<file path="config.mk">
export PLATFORM = sky130hd
export DESIGN_NAME = lfsr_fizzle_pixel_sequencer
export DESIGN_NICKNAME = d
export VERILOG_FILES = /design/src/sv/lfps_pkg.sv /design/src/sv/lfsr_fizzle_pixel_sequencer.sv
export SDC_FILE = /design/constraint.sdc
export NUM_CORES = 1
export LEC_CHECK = 0
export BUFFER_PORTS_ARGS = -buffer_cell sky130_fd_sc_hd__buf_2
export CORE_MARGIN = 3
export CORE_UTILIZATION = 51
export CTS_CLUSTER_DIAMETER = 80
export DETAILED_ROUTE_END_ITERATION = 6
export HOLD_SLACK_MARGIN = 0.03
export PLACE_DENSITY = 0.77
export SLEW_MARGIN = 20
export SYNTH_ARGS = -nofsm -noshare
export SYNTH_HDL_FRONTEND = slang
export SYNTH_SLANG_ARGS = --single-unit
</file>
<file path="constraint.sdc">
create_clock -name clock -period 7.5 [get_ports clock]
set_input_delay 1.125 -clock clock [delete_from_list [all_inputs] [get_ports clock]]
set_output_delay 1.125 -clock clock [all_outputs]
set_load 0.01 [all_outputs]
</file>
<file path="src/sv/lfps_pkg.sv">
// Shared constants for the LFSR fizzle pixel sequencer.
// Register indexes, register reset values and field widths.
// No dependencies.
package lfps_pkg;

   // field widths
   localparam int TAP_W   = 25;
   localparam int YB_W    = 4;
   localparam int COORD_W = 12;
   localparam int ADDR_W  = 25;
   localparam int CSR_IDX_W  = 3;
   localparam int CSR_DATA_W = 25;

   // default parameter values
   localparam int SCREEN_STRIDE_DEF = 320;
   localparam int LFSR_WIDTH_DEF    = 25;

   // widest row field the LFSR can hold (y_bits is at most 15)
   localparam int Y_W = 15;

   // register indexes
   localparam logic [CSR_IDX_W-1:0] CSR_TAP_MASK      = 3'd0;
   localparam logic [CSR_IDX_W-1:0] CSR_Y_BITS        = 3'd1;
   localparam logic [CSR_IDX_W-1:0] CSR_REGION_WIDTH  = 3'd2;
   localparam logic [CSR_IDX_W-1:0] CSR_REGION_HEIGHT = 3'd3;
   localparam logic [CSR_IDX_W-1:0] CSR_ORIGIN_X      = 3'd4;
   localparam logic [CSR_IDX_W-1:0] CSR_ORIGIN_Y      = 3'd5;

   // register reset values
   localparam logic [TAP_W-1:0]   TAP_MASK_RST      = 25'h0012000;
   localparam logic [YB_W-1:0]    Y_BITS_RST        = 4'd8;
   localparam logic [COORD_W-1:0] REGION_WIDTH_RST  = 12'd320;
   localparam logic [COORD_W-1:0] REGION_HEIGHT_RST = 12'd200;
   localparam logic [COORD_W-1:0] ORIGIN_X_RST      = 12'd0;
   localparam logic [COORD_W-1:0] ORIGIN_Y_RST      = 12'd0;

endpackage

</file>
<file path="src/sv/lfsr_fizzle_pixel_sequencer.sv">
// Top level of the LFSR fizzle pixel sequencer.
// Depends on lfps_pkg for register indexes, reset values and widths.
//
// Every accepted request word advances a Galois LFSR by one step and gives
// exactly one response word: the pixel named by the current LFSR value when
// it lies inside the configured region, and the finished flag. The block
// takes one request word per clock unless the response side stalls, and
// answers via stage 1 and result registers, paced by the LFSR step. The first
// stage splits the value into column and row, checks the region and forms the
// row and column sums; the second multiplies the row by the screen stride and
// adds the column. Stall on the response side backs up through both stages.
// A restart bit in a word clears the LFSR and the finished flag before that
// step. Once finished, words give no pixel and the LFSR holds until restart.
module lfsr_fizzle_pixel_sequencer
   import lfps_pkg::*;
#(
   parameter int SCREEN_STRIDE = SCREEN_STRIDE_DEF,
   parameter int LFSR_WIDTH    = LFSR_WIDTH_DEF
) (
   input  logic                  clock,
   input  logic                  reset,
   // configuration
   input  logic                  csr_we,
   input  logic [CSR_IDX_W-1:0]  csr_index,
   input  logic [CSR_DATA_W-1:0] csr_data,
   // request channel
   input  logic                  req_valid,
   output logic                  req_stall,
   input  logic                  req_restart,
   // response channel
   output logic                  rsp_valid,
   input  logic                  rsp_stall,
   output logic                  rsp_pixel_valid,
   output logic [COORD_W-1:0]    rsp_pixel_x,
   output logic [COORD_W-1:0]    rsp_pixel_y,
   output logic [ADDR_W-1:0]     rsp_pixel_address,
   output logic                  rsp_finished
);

   localparam int STRIDE_W = $clog2(SCREEN_STRIDE + 1);
   localparam int ROW_W    = COORD_W + 1;
   localparam int PROD_W   = ROW_W + STRIDE_W;
   localparam logic [STRIDE_W-1:0] STRIDE_C = STRIDE_W'(SCREEN_STRIDE);

   // configuration registers
   logic [TAP_W-1:0]   tap_mask_ff;
   logic [YB_W-1:0]    y_bits_ff;
   logic [COORD_W-1:0] region_width_ff;
   logic [COORD_W-1:0] region_height_ff;
   logic [COORD_W-1:0] origin_x_ff;
   logic [COORD_W-1:0] origin_y_ff;

   // sequencer state
   logic [LFSR_WIDTH-1:0] lfsr_ff, lfsr_in;
   logic                  done_ff, done_in;

   // stage 1 registers
   logic               s1_valid_ff;
   logic               s1_pix_ff, s1_pix_in;
   logic               s1_fin_ff, s1_fin_in;
   logic [COORD_W-1:0] s1_x_ff, s1_x_in;
   logic [COORD_W-1:0] s1_y_ff, s1_y_in;
   logic [ROW_W-1:0]   s1_row_ff, s1_row_in;
   logic [ROW_W-1:0]   s1_col_ff, s1_col_in;

   // result registers
   logic               rsp_valid_ff;
   logic               rsp_pix_ff;
   logic               rsp_fin_ff;
   logic [COORD_W-1:0] rsp_x_ff;
   logic [COORD_W-1:0] rsp_y_ff;
   logic [ADDR_W-1:0]  rsp_addr_ff, rsp_addr_in;

   logic out_en, s1_en, accept;

   logic [LFSR_WIDTH-1:0] cur, next, x_full;
   logic [Y_W-1:0]        y_mask, y_full;
   logic                  done_eff, in_region;
   logic [PROD_W-1:0]     prod;
   logic [PROD_W:0]       addr_full;

   // pipeline flow control
   assign out_en    = !rsp_valid_ff || !rsp_stall;
   assign s1_en     = !s1_valid_ff || out_en;
   assign req_stall = !s1_en;
   assign accept    = req_valid && s1_en;

   // write configuration registers
   always_ff @(posedge clock) begin
      if (reset) begin
         tap_mask_ff      <= TAP_MASK_RST;
         y_bits_ff        <= Y_BITS_RST;
         region_width_ff  <= REGION_WIDTH_RST;
         region_height_ff <= REGION_HEIGHT_RST;
         origin_x_ff      <= ORIGIN_X_RST;
         origin_y_ff      <= ORIGIN_Y_RST;
      end else if (csr_we) begin
         unique case (csr_index)
            CSR_TAP_MASK:      tap_mask_ff      <= csr_data[TAP_W-1:0];
            CSR_Y_BITS:        y_bits_ff        <= csr_data[YB_W-1:0];
            CSR_REGION_WIDTH:  region_width_ff  <= csr_data[COORD_W-1:0];
            CSR_REGION_HEIGHT: region_height_ff <= csr_data[COORD_W-1:0];
            CSR_ORIGIN_X:      origin_x_ff      <= csr_data[COORD_W-1:0];
            CSR_ORIGIN_Y:      origin_y_ff      <= csr_data[COORD_W-1:0];
            default: ;
         endcase
      end
   end

   // step the LFSR and split the current value into column and row
   always_comb begin
      cur      = req_restart ? '0 : lfsr_ff;
      done_eff = req_restart ? 1'b0 : done_ff;

      next = (cur >> 1) ^ (cur[0] ? '0 : tap_mask_ff[LFSR_WIDTH-1:0]);

      x_full    = cur >> y_bits_ff;
      y_mask    = ~({Y_W{1'b1}} << y_bits_ff);
      y_full    = cur[Y_W-1:0] & y_mask;
      in_region = (x_full < LFSR_WIDTH'(region_width_ff)) &&
                  (y_full < Y_W'(region_height_ff));

      lfsr_in   = lfsr_ff;
      done_in   = done_eff;
      s1_pix_in = 1'b0;
      s1_fin_in = 1'b1;
      if (!done_eff) begin
         lfsr_in   = next;
         done_in   = (next == '0);
         s1_pix_in = in_region;
         s1_fin_in = (next == '0);
      end

      // inside the region both coordinates fit in 12 bits
      s1_x_in   = s1_pix_in ? x_full[COORD_W-1:0] : '0;
      s1_y_in   = s1_pix_in ? y_full[COORD_W-1:0] : '0;
      s1_row_in = ROW_W'(origin_y_ff) + ROW_W'(s1_y_in);
      s1_col_in = ROW_W'(origin_x_ff) + ROW_W'(s1_x_in);
   end

   // hold LFSR state; advance on each accepted word until finished
   always_ff @(posedge clock) begin
      if (reset) begin
         lfsr_ff <= '0;
         done_ff <= 1'b0;
      end else if (accept) begin
         lfsr_ff <= lfsr_in;
         done_ff <= done_in;
      end
   end

   // stage 1 register
   always_ff @(posedge clock) begin
      if (reset) begin
         s1_valid_ff <= 1'b0;
      end else if (s1_en) begin
         s1_valid_ff <= req_valid;
      end
   end

   always_ff @(posedge clock) begin
      if (accept) begin
         s1_pix_ff <= s1_pix_in;
         s1_fin_ff <= s1_fin_in;
         s1_x_ff   <= s1_x_in;
         s1_y_ff   <= s1_y_in;
         s1_row_ff <= s1_row_in;
         s1_col_ff <= s1_col_in;
      end
   end

   // address: row times stride plus column, wrapped to the address width
   always_comb begin
      prod        = PROD_W'(s1_row_ff) * PROD_W'(STRIDE_C);
      addr_full   = (PROD_W + 1)'(prod) + (PROD_W + 1)'(s1_col_ff);
      rsp_addr_in = s1_pix_ff ? ADDR_W'(addr_full) : '0;
   end

   // result register
   always_ff @(posedge clock) begin
      if (reset) begin
         rsp_valid_ff <= 1'b0;
      end else if (out_en) begin
         rsp_valid_ff <= s1_valid_ff;
      end
   end

   always_ff @(posedge clock) begin
      if (out_en && s1_valid_ff) begin
         rsp_pix_ff  <= s1_pix_ff;
         rsp_fin_ff  <= s1_fin_ff;
         rsp_x_ff    <= s1_x_ff;
         rsp_y_ff    <= s1_y_ff;
         rsp_addr_ff <= rsp_addr_in;
      end
   end

   assign rsp_valid         = rsp_valid_ff;
   assign rsp_pixel_valid   = rsp_pix_ff;
   assign rsp_pixel_x       = rsp_x_ff;
   assign rsp_pixel_y       = rsp_y_ff;
   assign rsp_pixel_address = rsp_addr_ff;
   assign rsp_finished      = rsp_fin_ff;

   // finished state only ever sits on an all-zero LFSR
   a_done_zero: assert property (@(posedge clock) disable iff (reset)
      done_ff |-> (lfsr_ff == '0))
      else $error("finished flag set with nonzero LFSR");

   // a word without a pixel carries zero coordinates and address
   a_no_pix_zero: assert property (@(posedge clock) disable iff (reset)
      (rsp_valid_ff && !rsp_pix_ff) |->
         (rsp_x_ff == '0 && rsp_y_ff == '0 && rsp_addr_ff == '0))
      else $error("pixel fields nonzero without a pixel");

   // request side stalls only when both stages are full
   a_stall_full: assert property (@(posedge clock) disable iff (reset)
      req_stall |-> (s1_valid_ff && rsp_valid_ff && rsp_stall))
      else $error("request stalled with room in the pipeline");

   // a delivered pixel lies inside the region
   a_pix_inside: assert property (@(posedge clock) disable iff (reset)
      (rsp_valid_ff && rsp_pix_ff) |->
         (rsp_x_ff < region_width_ff && rsp_y_ff < region_height_ff))
      else $error("pixel outside the region");

endmodule
</file>
== Word level (Yosys, flattened, before mapping) ==
Index checks and enable logic that the tools add are counted.
Operators by class
  reduce and logical (&&, ||, !) cells: 18
  add/sub/neg operators: 3
  order comparisons: 2
  equal/unequal tests: 5
  muxes and demuxes: 7
  bitwise gates (word level): 4
  multipliers: 1
  shifts and indexed selects: 2
Operators with widths (count)
  25-bit two-way mux: 2
  12-bit by 12-bit adder with 13-bit output: 2
  25-bit logical NOT: 1
  25-bit by 12-bit less-than comparator with 1-bit output: 1
  25-bit by 4-bit right shift with 25-bit output: 1
  24-bit by 25-bit XOR with 25-bit output: 1
  12-bit two-way mux: 2
  22-bit by 13-bit adder with 23-bit output: 1
  13-bit by 3-bit multiplier with 16-bit output (second input constant): 1
  15-bit AND: 1
  15-bit by 12-bit less-than comparator with 1-bit output: 1
  15-bit inverter: 1
  15-bit by 4-bit << shifter with 15-bit output (first input constant): 1
  2-bit AND reduction: 7
  3-bit by 2-bit == test with 1-bit output (second input constant): 2
  3-bit == test (second input constant): 2
  1-bit logical NOT: 4
  3-bit by 1-bit == test with 1-bit output (second input constant): 1
  1-bit logical AND: 3
  3-bit logical NOT: 1
  1-bit two-way mux: 3
  1-bit logical OR: 2
  1-bit inverter: 1
Word-level totals
  input bits: 34
  register bits after elaboration: 208
  output and inout bits: 53
  word-level logic and storage cells: 64

== Longest topological paths before layout ==
Gate-level depths: netlist of the first run.
  depth after elaboration: 8
  gate-level depth with buffers: 27
  gate-level depth less buffers: 22

== Worst setup path after synthesis of the first run ==
No wires, ideal clock.
  kind: input -> register
  start: input port req_restart
  end: register s1_row_ff[11] (data pin)
  cell stages on the path: 21
  buffers on the path: 4
  data required time: 7238 ps
  arrival: 6075 ps
  path slack: 1163 ps
  setup time: 262 ps
  path through: clkbuf_1 -> clkbuf_1 -> buf_1 -> nor2_1 -> a21o_1 -> ha_1 -> a21o_1 -> a2111oi_0 -> o21ai_0 -> a211o_1 -> nor4_4 -> buf_6 -> and3_1 -> ha_1 -> a21o_1 -> a21oi_1 -> nor2b_1 -> or4_1 -> a2111oi_0 -> a21oi_1 -> xor2_1
Between the ends
  word-level cells in the longest chain between the ends: 7
  elaborated cells on any way between the ends: 10
  those cells by class: add/sub (1); order compare (2); shift (1); mux (4); bitwise (1); reduce/logical (1)
Ends and longest elaborated chain
  start, declared: line lfsr_fizzle_pixel_sequencer.sv:29  | input logic req_restart,
  25-bit two-way mux: line lfsr_fizzle_pixel_sequencer.sv:112  | cur = req_restart ? '0 : lfsr_ff;
  25-bit by 4-bit right shift with 25-bit output / 15-bit AND (equally long branches): line lfsr_fizzle_pixel_sequencer.sv:117, lfsr_fizzle_pixel_sequencer.sv:119
  25-bit by 12-bit less-than comparator with 1-bit output / 15-bit by 12-bit less-than comparator with 1-bit output (equally long branches): line lfsr_fizzle_pixel_sequencer.sv:120, lfsr_fizzle_pixel_sequencer.sv:121
  1-bit logical AND: line lfsr_fizzle_pixel_sequencer.sv:120  | in_region = (x_full < LFSR_WIDTH'(region_width_ff)) &&
  1-bit two-way mux: line lfsr_fizzle_pixel_sequencer.sv:127  | if (!done_eff) begin
  12-bit two-way mux *: line lfsr_fizzle_pixel_sequencer.sv:136  | s1_y_in = s1_pix_in ? y_full[COORD_W-1:0] : '0;
  via s1_y_in[1]: line lfsr_fizzle_pixel_sequencer.sv:62  | logic [COORD_W-1:0] s1_y_ff, s1_y_in;
  12-bit by 12-bit adder with 13-bit output *: line lfsr_fizzle_pixel_sequencer.sv:137  | s1_row_in = ROW_W'(origin_y_ff) + ROW_W'(s1_y_in);
  via s1_row_in[11]: line lfsr_fizzle_pixel_sequencer.sv:63  | logic [ROW_W-1:0] s1_row_ff, s1_row_in;
  end signal, assigned: line lfsr_fizzle_pixel_sequencer.sv:167  | s1_row_ff <= s1_row_in;
  end, declared: line lfsr_fizzle_pixel_sequencer.sv:63
Mark *: on every way through the listed nets, which the timed path passes. The rest lies on a longest branch.
A chain may end at the register's enable or synchronous reset.

== Worst setup path in the final report of the first run ==
  start: register y_bits_ff[1]
  end: register s1_row_ff[11] (data pin)
Between the ends
  word-level cells in the longest chain between the ends: 8
  elaborated cells on any way between the ends: 10
  those cells by class: add/sub (1); order compare (2); shift (2); mux (2); bitwise (2); reduce/logical (1)
Ends and longest elaborated chain
  start, declared: line lfsr_fizzle_pixel_sequencer.sv:47  | logic [YB_W-1:0] y_bits_ff;
  start signal, assigned: line lfsr_fizzle_pixel_sequencer.sv:100  | CSR_Y_BITS: y_bits_ff <= csr_data[YB_W-1:0];
  15-bit by 4-bit << shifter with 15-bit output: line lfsr_fizzle_pixel_sequencer.sv:118  | y_mask = ~({Y_W{1'b1}} << y_bits_ff);
  15-bit inverter: line lfsr_fizzle_pixel_sequencer.sv:118
  15-bit AND: line lfsr_fizzle_pixel_sequencer.sv:119  | y_full = cur[Y_W-1:0] & y_mask;
  15-bit by 12-bit less-than comparator with 1-bit output: line lfsr_fizzle_pixel_sequencer.sv:121  | (y_full < Y_W'(region_height_ff));
  1-bit logical AND: line lfsr_fizzle_pixel_sequencer.sv:120
  1-bit two-way mux: line lfsr_fizzle_pixel_sequencer.sv:127
  12-bit two-way mux *: line lfsr_fizzle_pixel_sequencer.sv:136
  via s1_y_in[1]: line lfsr_fizzle_pixel_sequencer.sv:62
  12-bit by 12-bit adder with 13-bit output *: line lfsr_fizzle_pixel_sequencer.sv:137
  via s1_row_in[11]: line lfsr_fizzle_pixel_sequencer.sv:63
Marked as above.

==> summary.txt, run 1 <==
Outcome
  – Status: complete, no violations

Route
  – Router iterations before antenna repair: 6
  – Residual DRC count: 0
  – Final WL: 31.3 mm
  – Final ANT Viol Nets: 0
  – Vias per cell: 5.95
  – DR WL/cell: 18.5 um
  – Via count: 10100
  – Initial drt markers: 818

Power and ir drop
  – Comb power frac: 0.108
  – Switching Power: 682 uW
  – Net Sw Frac: 0.250
  – Int Pwr: 2.04 mW
  – Power share of the clock group: 0.428
  – VDD IR max: 0.193 mV
  – PD cells: 201 nW/um^2
  – LEAKAGE: 5.33 nW
  – Power, Total: 2.72 mW
  – Sequential power share: 0.464

Layout
  – Area of the multi-input gates: 6550 sq um
  – Final net count: 1469
  – Layout Area Growth over Synthesis: 11.1%
  – Share of cells above drive strength 1: 0.122
  – Reg area: 5140 sq um
  – Fillers: 2078
  – Ant. Diodes: 0
  – Fin area: 13600 sq um
  – Fin util: 0.577
  – Non-Filler Instances: 1693

Synth
  – Ys flop type: dfxtp_1
  – Post-synth cell types: 64
  – Post-Synthesis Cell Area: 12200 sq um
  – Synth Instances: 1328
  – Syn avg cell area: 9.20 sq um
  – Post-synth EDFFs: 101
  – Yosys warning total: 0
  – Synth Area in Adders: 0.0834
  – #FFs+latches synth: 206
  – Post-synthesis mux area share: 0.0668
  – Largest family of logic cells by synthesized area: compound AO/OA/AOI/OAI gates
  – Register area share after synthesis: 0.420
  – Simple-gate share of the synthesized area: 0.175
  – Post-synthesis async set-or-reset flop share: 0
  – Post-synthesis compound-gate area fraction: 0.176
  – Post-synthesis xor/xnor area fraction: 0.0323

Global routing
  – Vias in the first global route: 9433
  – Total track usage: 0.239
  – First-pass GRT wire length: 50.0 mm
  – Initial antenna violation count: 0
  – Largest net degree at the start of global routing: 101
  – Gr ovfl total: 0

Floorplan
  – IO Count: 87
  – Core Area: 23500 sq um
  – Rows: 56
  – Initial core utilization: 0.519
  – Die area: 25900 sq um
  – Die W: 161 um
  – Die Y: 161 um

STA
  – Max Slew Vio Count: 0
  – Final setup margin: 887 ps
  – Period utilization: 0.882
  – Hold_ws: 417 ps
  – FMAX: 0.151 GHz
  – Final min period: 6610 ps
  – Final hold vios: 0
  – Clk_skew: 13.2 ps
  – Slew @ Worst Pin: 1130 ps
  – Slew Limit Headroom: 0.244
  – Setup TNS: 0 ps
  – Final setup violating endpoints: 0
  – RSZ-0062 raised after global routing: no

Setup path
  – Worst-path fanout max: 27
  – Arrival time at the worst endpoint: 6880 ps
  – Critical path class: reg2reg
  – WP data required: 7770 ps
  – Startpoint Class: flip-flop
  – Crit path capture type: flip-flop

Placed design
  – Place WS: 628 ps
  – Dpl hpwl: 22.1 mm
  – Port Buf Inserts: 84
  – Placed Instances: 1649
  – GPL Wtd Cong: 0.974
  – Placed Area: 12800 sq um

Clocking
  – Cts repair resizes: 0
  – Post-CTS Setup Bufs: 0
  – H-tree depth: 1
  – Clk_lat worst skew: 530 ps
  – Reg clk slew, reported paths: 60 ps
  – TritonCTS clock tree: yes
  – Clk buf depth: 3
  – Clk root buf: clkbuf_16
  – Cts bufs inserted: 24
  – CTS sink count: 206
  – CTS Hold Bufs: 0

Hold path
  – Hold WC Path Type: reg2reg

Job
  – # Max-Cap Violations: 0
## cells by family (layout without fill, tap and decap cells)
kind of cell,count (synthesis),after routing
AND/OR/NAND/NOR,460,460
AO/OA/AOI/OAI,341,341
flip-flops,206,206
buffers and inverters,143,187
adder cells (fa/ha/maj),79,79
multiplexers,53,53
XOR/XNOR,45,45
other,1,3
## final cells by class
| class | count | area share |
|---|---|---|
| Multi-Input combinational cell | 981 | 0.482 |
| Tap cell | 319 | 0.0294 |
| Sequential cell | 206 | 0.378 |
| Clock buffer | 31 | 0.0491 |
| Clock inverter | 13 | 0.00931 |
| Timing Repair Buffer | 99 | 0.0393 |
| Inverter | 44 | 0.0122 |
## metal layers
metal  wire, um  track usage
met1      13200        0.318
met5          0            0
met4       1310       0.0892
met3       2150       0.0325
met2      14600        0.401
## Yosys cell counts (17+ instances only)
library cell / instances / area, sq um
nor3_1: 29 / 145
edfxtp_1: 101 / 3030
mux2i_1: 29 / 290
inv_1: 43 / 161
dfxtp_1: 105 / 2100
nand2_1: 222 / 833
ha_1: 75 / 938
o21ai_0: 34 / 170
a21oi_1: 160 / 801
nor2_1: 87 / 327
a21o_1: 17 / 128
clkbuf_1: 80 / 300
and3_1: 32 / 200
xnor2_1: 35 / 307
## state kept, by name, summed over array words and instances (netlist names), 13 cells and up
signal / count
s1_row_ff: 13
rsp_pixel_address: 23
s1_col_ff: 13
tap_mask_ff: 25
lfsr_ff: 25
## power groups by stage
| stage | Sequential (mW) | Clock [mW] | Combinational [mW] |
|---|---|---|---|
| 6_report | 1.26 | 1.17 | 0.294 |
| 3_5_place_dp | 1.29 | 0 | 0.291 |
| 4_1_cts | 1.26 | 1.18 | 0.293 |
| 3_3_place_gp | 1.29 | 0 | 0.285 |
| 5_1_grt | 1.27 | 1.22 | 0.328 |
| 2_1_floorplan | 1.28 | 0 | 0.208 |
## placed cells by master, fill, tap and decap left out, types with 9 or more instances in the layout
cell and count:
a211o_1 15, a211oi_1 12, a21o_1 17, a21oi_1 160, a311oi_1 11, and2_1 13, and3_1 32, buf_2 84
buf_4 15, clkbuf_16 24, dfxtp_1 104, edfxtp_1 101, ha_1 75, inv_1 43, mux2i_1 29, mux4_2 12
nand2_1 222, nand2b_1 11, nand3_1 11, nor2_1 86, nor2b_1 14, nor3_1 27, nor4bb_1 9, o211ai_1 14
o21a_1 15, o21ai_0 34, o22ai_1 10, o32ai_1 12, xnor2_1 35, xor2_1 10
## worst paths after layout
path         slack (ps)  depth (start not counted)             end          from
min reg2reg         420                          0  rsp_pixel_x[8]    s1_x_ff[8]
min                 420                          0  rsp_pixel_x[8]    s1_x_ff[8]
max reg2reg         890                         20   s1_row_ff[11]  y_bits_ff[1]
max                 890                         20   s1_row_ff[11]  y_bits_ff[1]
## worst max-delay path: stages, from the launching register on
cell and delay, ps:
dfxtp_1 990, mux4_2 370, nor2b_1 170, a211oi_1 70, a311oi_1 770, ha_1 390
a21o_1 160, a21o_1 180, a21oi_1 210, o21ai_0 190, o211ai_1 140, buf_4 240
and3_1 270, ha_1 260, a21o_1 160, a21oi_1 250, nor2b_1 90, or4_1 450
a2111oi_0 640, a21oi_1 180, xor2_1 170
Power figures use the tool's default switching activity.
==> inputs of run 2 (changes only) <==
BUFFER_PORTS_ARGS = -buffer_cell sky130_fd_sc_hd__buf_4   (was -buffer_cell sky130_fd_sc_hd__buf_2)
CTS_BUF_LIST = sky130_fd_sc_hd__clkbuf_8   (was not set)
==> run 2 against run 1 <==
  * Worst setup slack improved by 220 ps
  * Largest power group unchanged
  * Sequential share of layout area decreased by 0.29 points
  * Non-clock buffer count stayed put
  * Critical endpoint is now s1_col_ff[11]
==> summary.txt, run 2 (synthesis results as in run 1) <==
Setup path
  – Worst path cell trace: mux4_1, nor2_1, a2111oi_0, a21o_1, ha_1, a21o_1, a2111oi_0, o21ai_0, a211o_1, nor4_4, and3_1, ha_1, a21o_1, a21oi_1, nor2b_1, or4_1, a2111oi_0, buf_4, o2bb2ai_1, xnor2_1
  – Worst-path cell with the longest stage delay: dfxtp_2
  – WP data required: 7780 ps
  – Arrival time at the worst endpoint: 6670 ps
  – Critical path class: reg2reg
  – Critical path's largest stage delay: 760 ps
  – Worst-path fanout max: 25
  – Startpoint Class: flip-flop
  – Crit path capture type: flip-flop

Floorplan
  – Core Area: 23500 sq um
  – Die W: 161 um
  – IO Count: 87
  – Rows: 56
  – Die Y: 161 um
  – Initial core utilization: 0.519
  – Die area: 25900 sq um

Power and ir drop
  – Power, Total: 2.55 mW
  – LEAKAGE: 5.42 nW
  – VDD IR max: 0.155 mV
  – PD cells: 187 nW/um^2

STA
  – Final hold vios: 0
  – RSZ-0062 raised after global routing: no
  – Max Slew Vio Count: 0
  – FMAX: 0.156 GHz
  – Final setup violating endpoints: 0
  – Setup TNS: 0 ps
  – Slew Limit Headroom: 0.280
  – Final min period: 6390 ps
  – Final setup margin: 1110 ps
  – Clk_skew: 24.4 ps
  – Slew @ Worst Pin: 1080 ps
  – Period utilization: 0.852

Global routing
  – Vias in the first global route: 9347
  – Largest net degree at the start of global routing: 101
  – First-pass GRT wire length: 50.5 mm
  – Initial antenna violation count: 0
  – Gr ovfl total: 0
  – Total track usage: 0.243

Placed design
  – Dpl hpwl: 22.2 mm
  – GPL Wtd Cong: 1.02
  – Port Buf Inserts: 84
  – Place WS: 834 ps
  – Placed Area: 13000 sq um

Route
  – Via count: 10100
  – Router iterations before antenna repair: 6
  – Final WL: 31.3 mm
  – DR WL/cell: 18.3 um
  – Vias per cell: 5.88
  – Initial drt markers: 841
  – Residual DRC count: 0
  – Final ANT Viol Nets: 0

Job
  – # Max-Cap Violations: 0

Hold path
  – Hold WC Path Type: reg2reg

Clocking
  – Reg clk slew, reported paths: 60 ps
  – Cts bufs inserted: 36
  – Clk buf depth: 3
  – CTS Hold Bufs: 0
  – Post-CTS Setup Bufs: 0
  – Clk root buf: clkbuf_8
  – CTS sink count: 206
  – H-tree depth: 2
  – Cts repair resizes: 0
  – TritonCTS clock tree: yes
  – Clk_lat worst skew: 540 ps

Layout
  – Fin area: 13700 sq um
  – Layout Area Growth over Synthesis: 12.0%
  – Ant. Diodes: 0
  – Fillers: 2077
  – Most frequent cells in the layout: 222 x nand2_1, 160 x a21oi_1, 104 x dfxtp_1
  – Fin util: 0.581
  – Share of cells above drive strength 1: 0.127
  – Commonest non-fill, non-tap cell in the layout: nand2_1
  – Final net count: 1481

Outcome
  – Status: complete, no violations
[run 2: worst paths after layout]
path	from	end	slack (ps)	cells past startpoint
worst max-delay path	y_bits_ff[0]	s1_col_ff[11]	1110	20
worst min-delay path	s1_x_ff[7]	rsp_pixel_x[7]	420	0
worst max register to register	y_bits_ff[0]	s1_col_ff[11]	1110	20
worst min register to register	s1_x_ff[7]	rsp_pixel_x[7]	420	0
[run 2: critical path, delay by kind of cell (launching register included)]
kind	cells	cell delay, ps
compound gates	10	2380
xor+xnor	1	70
fa+ha+maj	2	560
buf+inv	1	190
flops	1	760
mux	1	710
simple gates	5	1460
[run 2: where the power goes]
| group | switching (mW) | internal [mW] | leakage (nW) |
|---|---|---|---|
| Clock | 0.456 | 0.527 | 0.415 |
| Sequential | 0.0322 | 1.23 | 1.85 |
| Combinational | 0.180 | 0.126 | 3.16 |
[run 2: routing by layer]
layer  track usage  part of all wire
met1         0.333              0.43
met5             0                 0
met4        0.0892             0.033
met2         0.395              0.47
met3        0.0317             0.067
[run 2: area by class of cell]
class / count / area (sq um) / area share
clock buffer: 40 / 551 / 0.0402
clock inverter: 24 / 136 / 0.00997
inverter: 44 / 165 / 0.0121
multi-input combinational: 981 / 6550 / 0.479
sequential: 206 / 5140 / 0.375
tap: 319 / 399 / 0.0292
timing repair buffer: 99 / 743 / 0.0543
[run 2: through the flow]
stage | hold slack, ps | std cells
2_1_floorplan | 400 | 1330
3_3_place_gp | 404 | 1649
3_5_place_dp | 405 | 1649
4_1_cts | 419 | 1713
5_1_grt | 423 | 1713
6_report | 417 | 1713
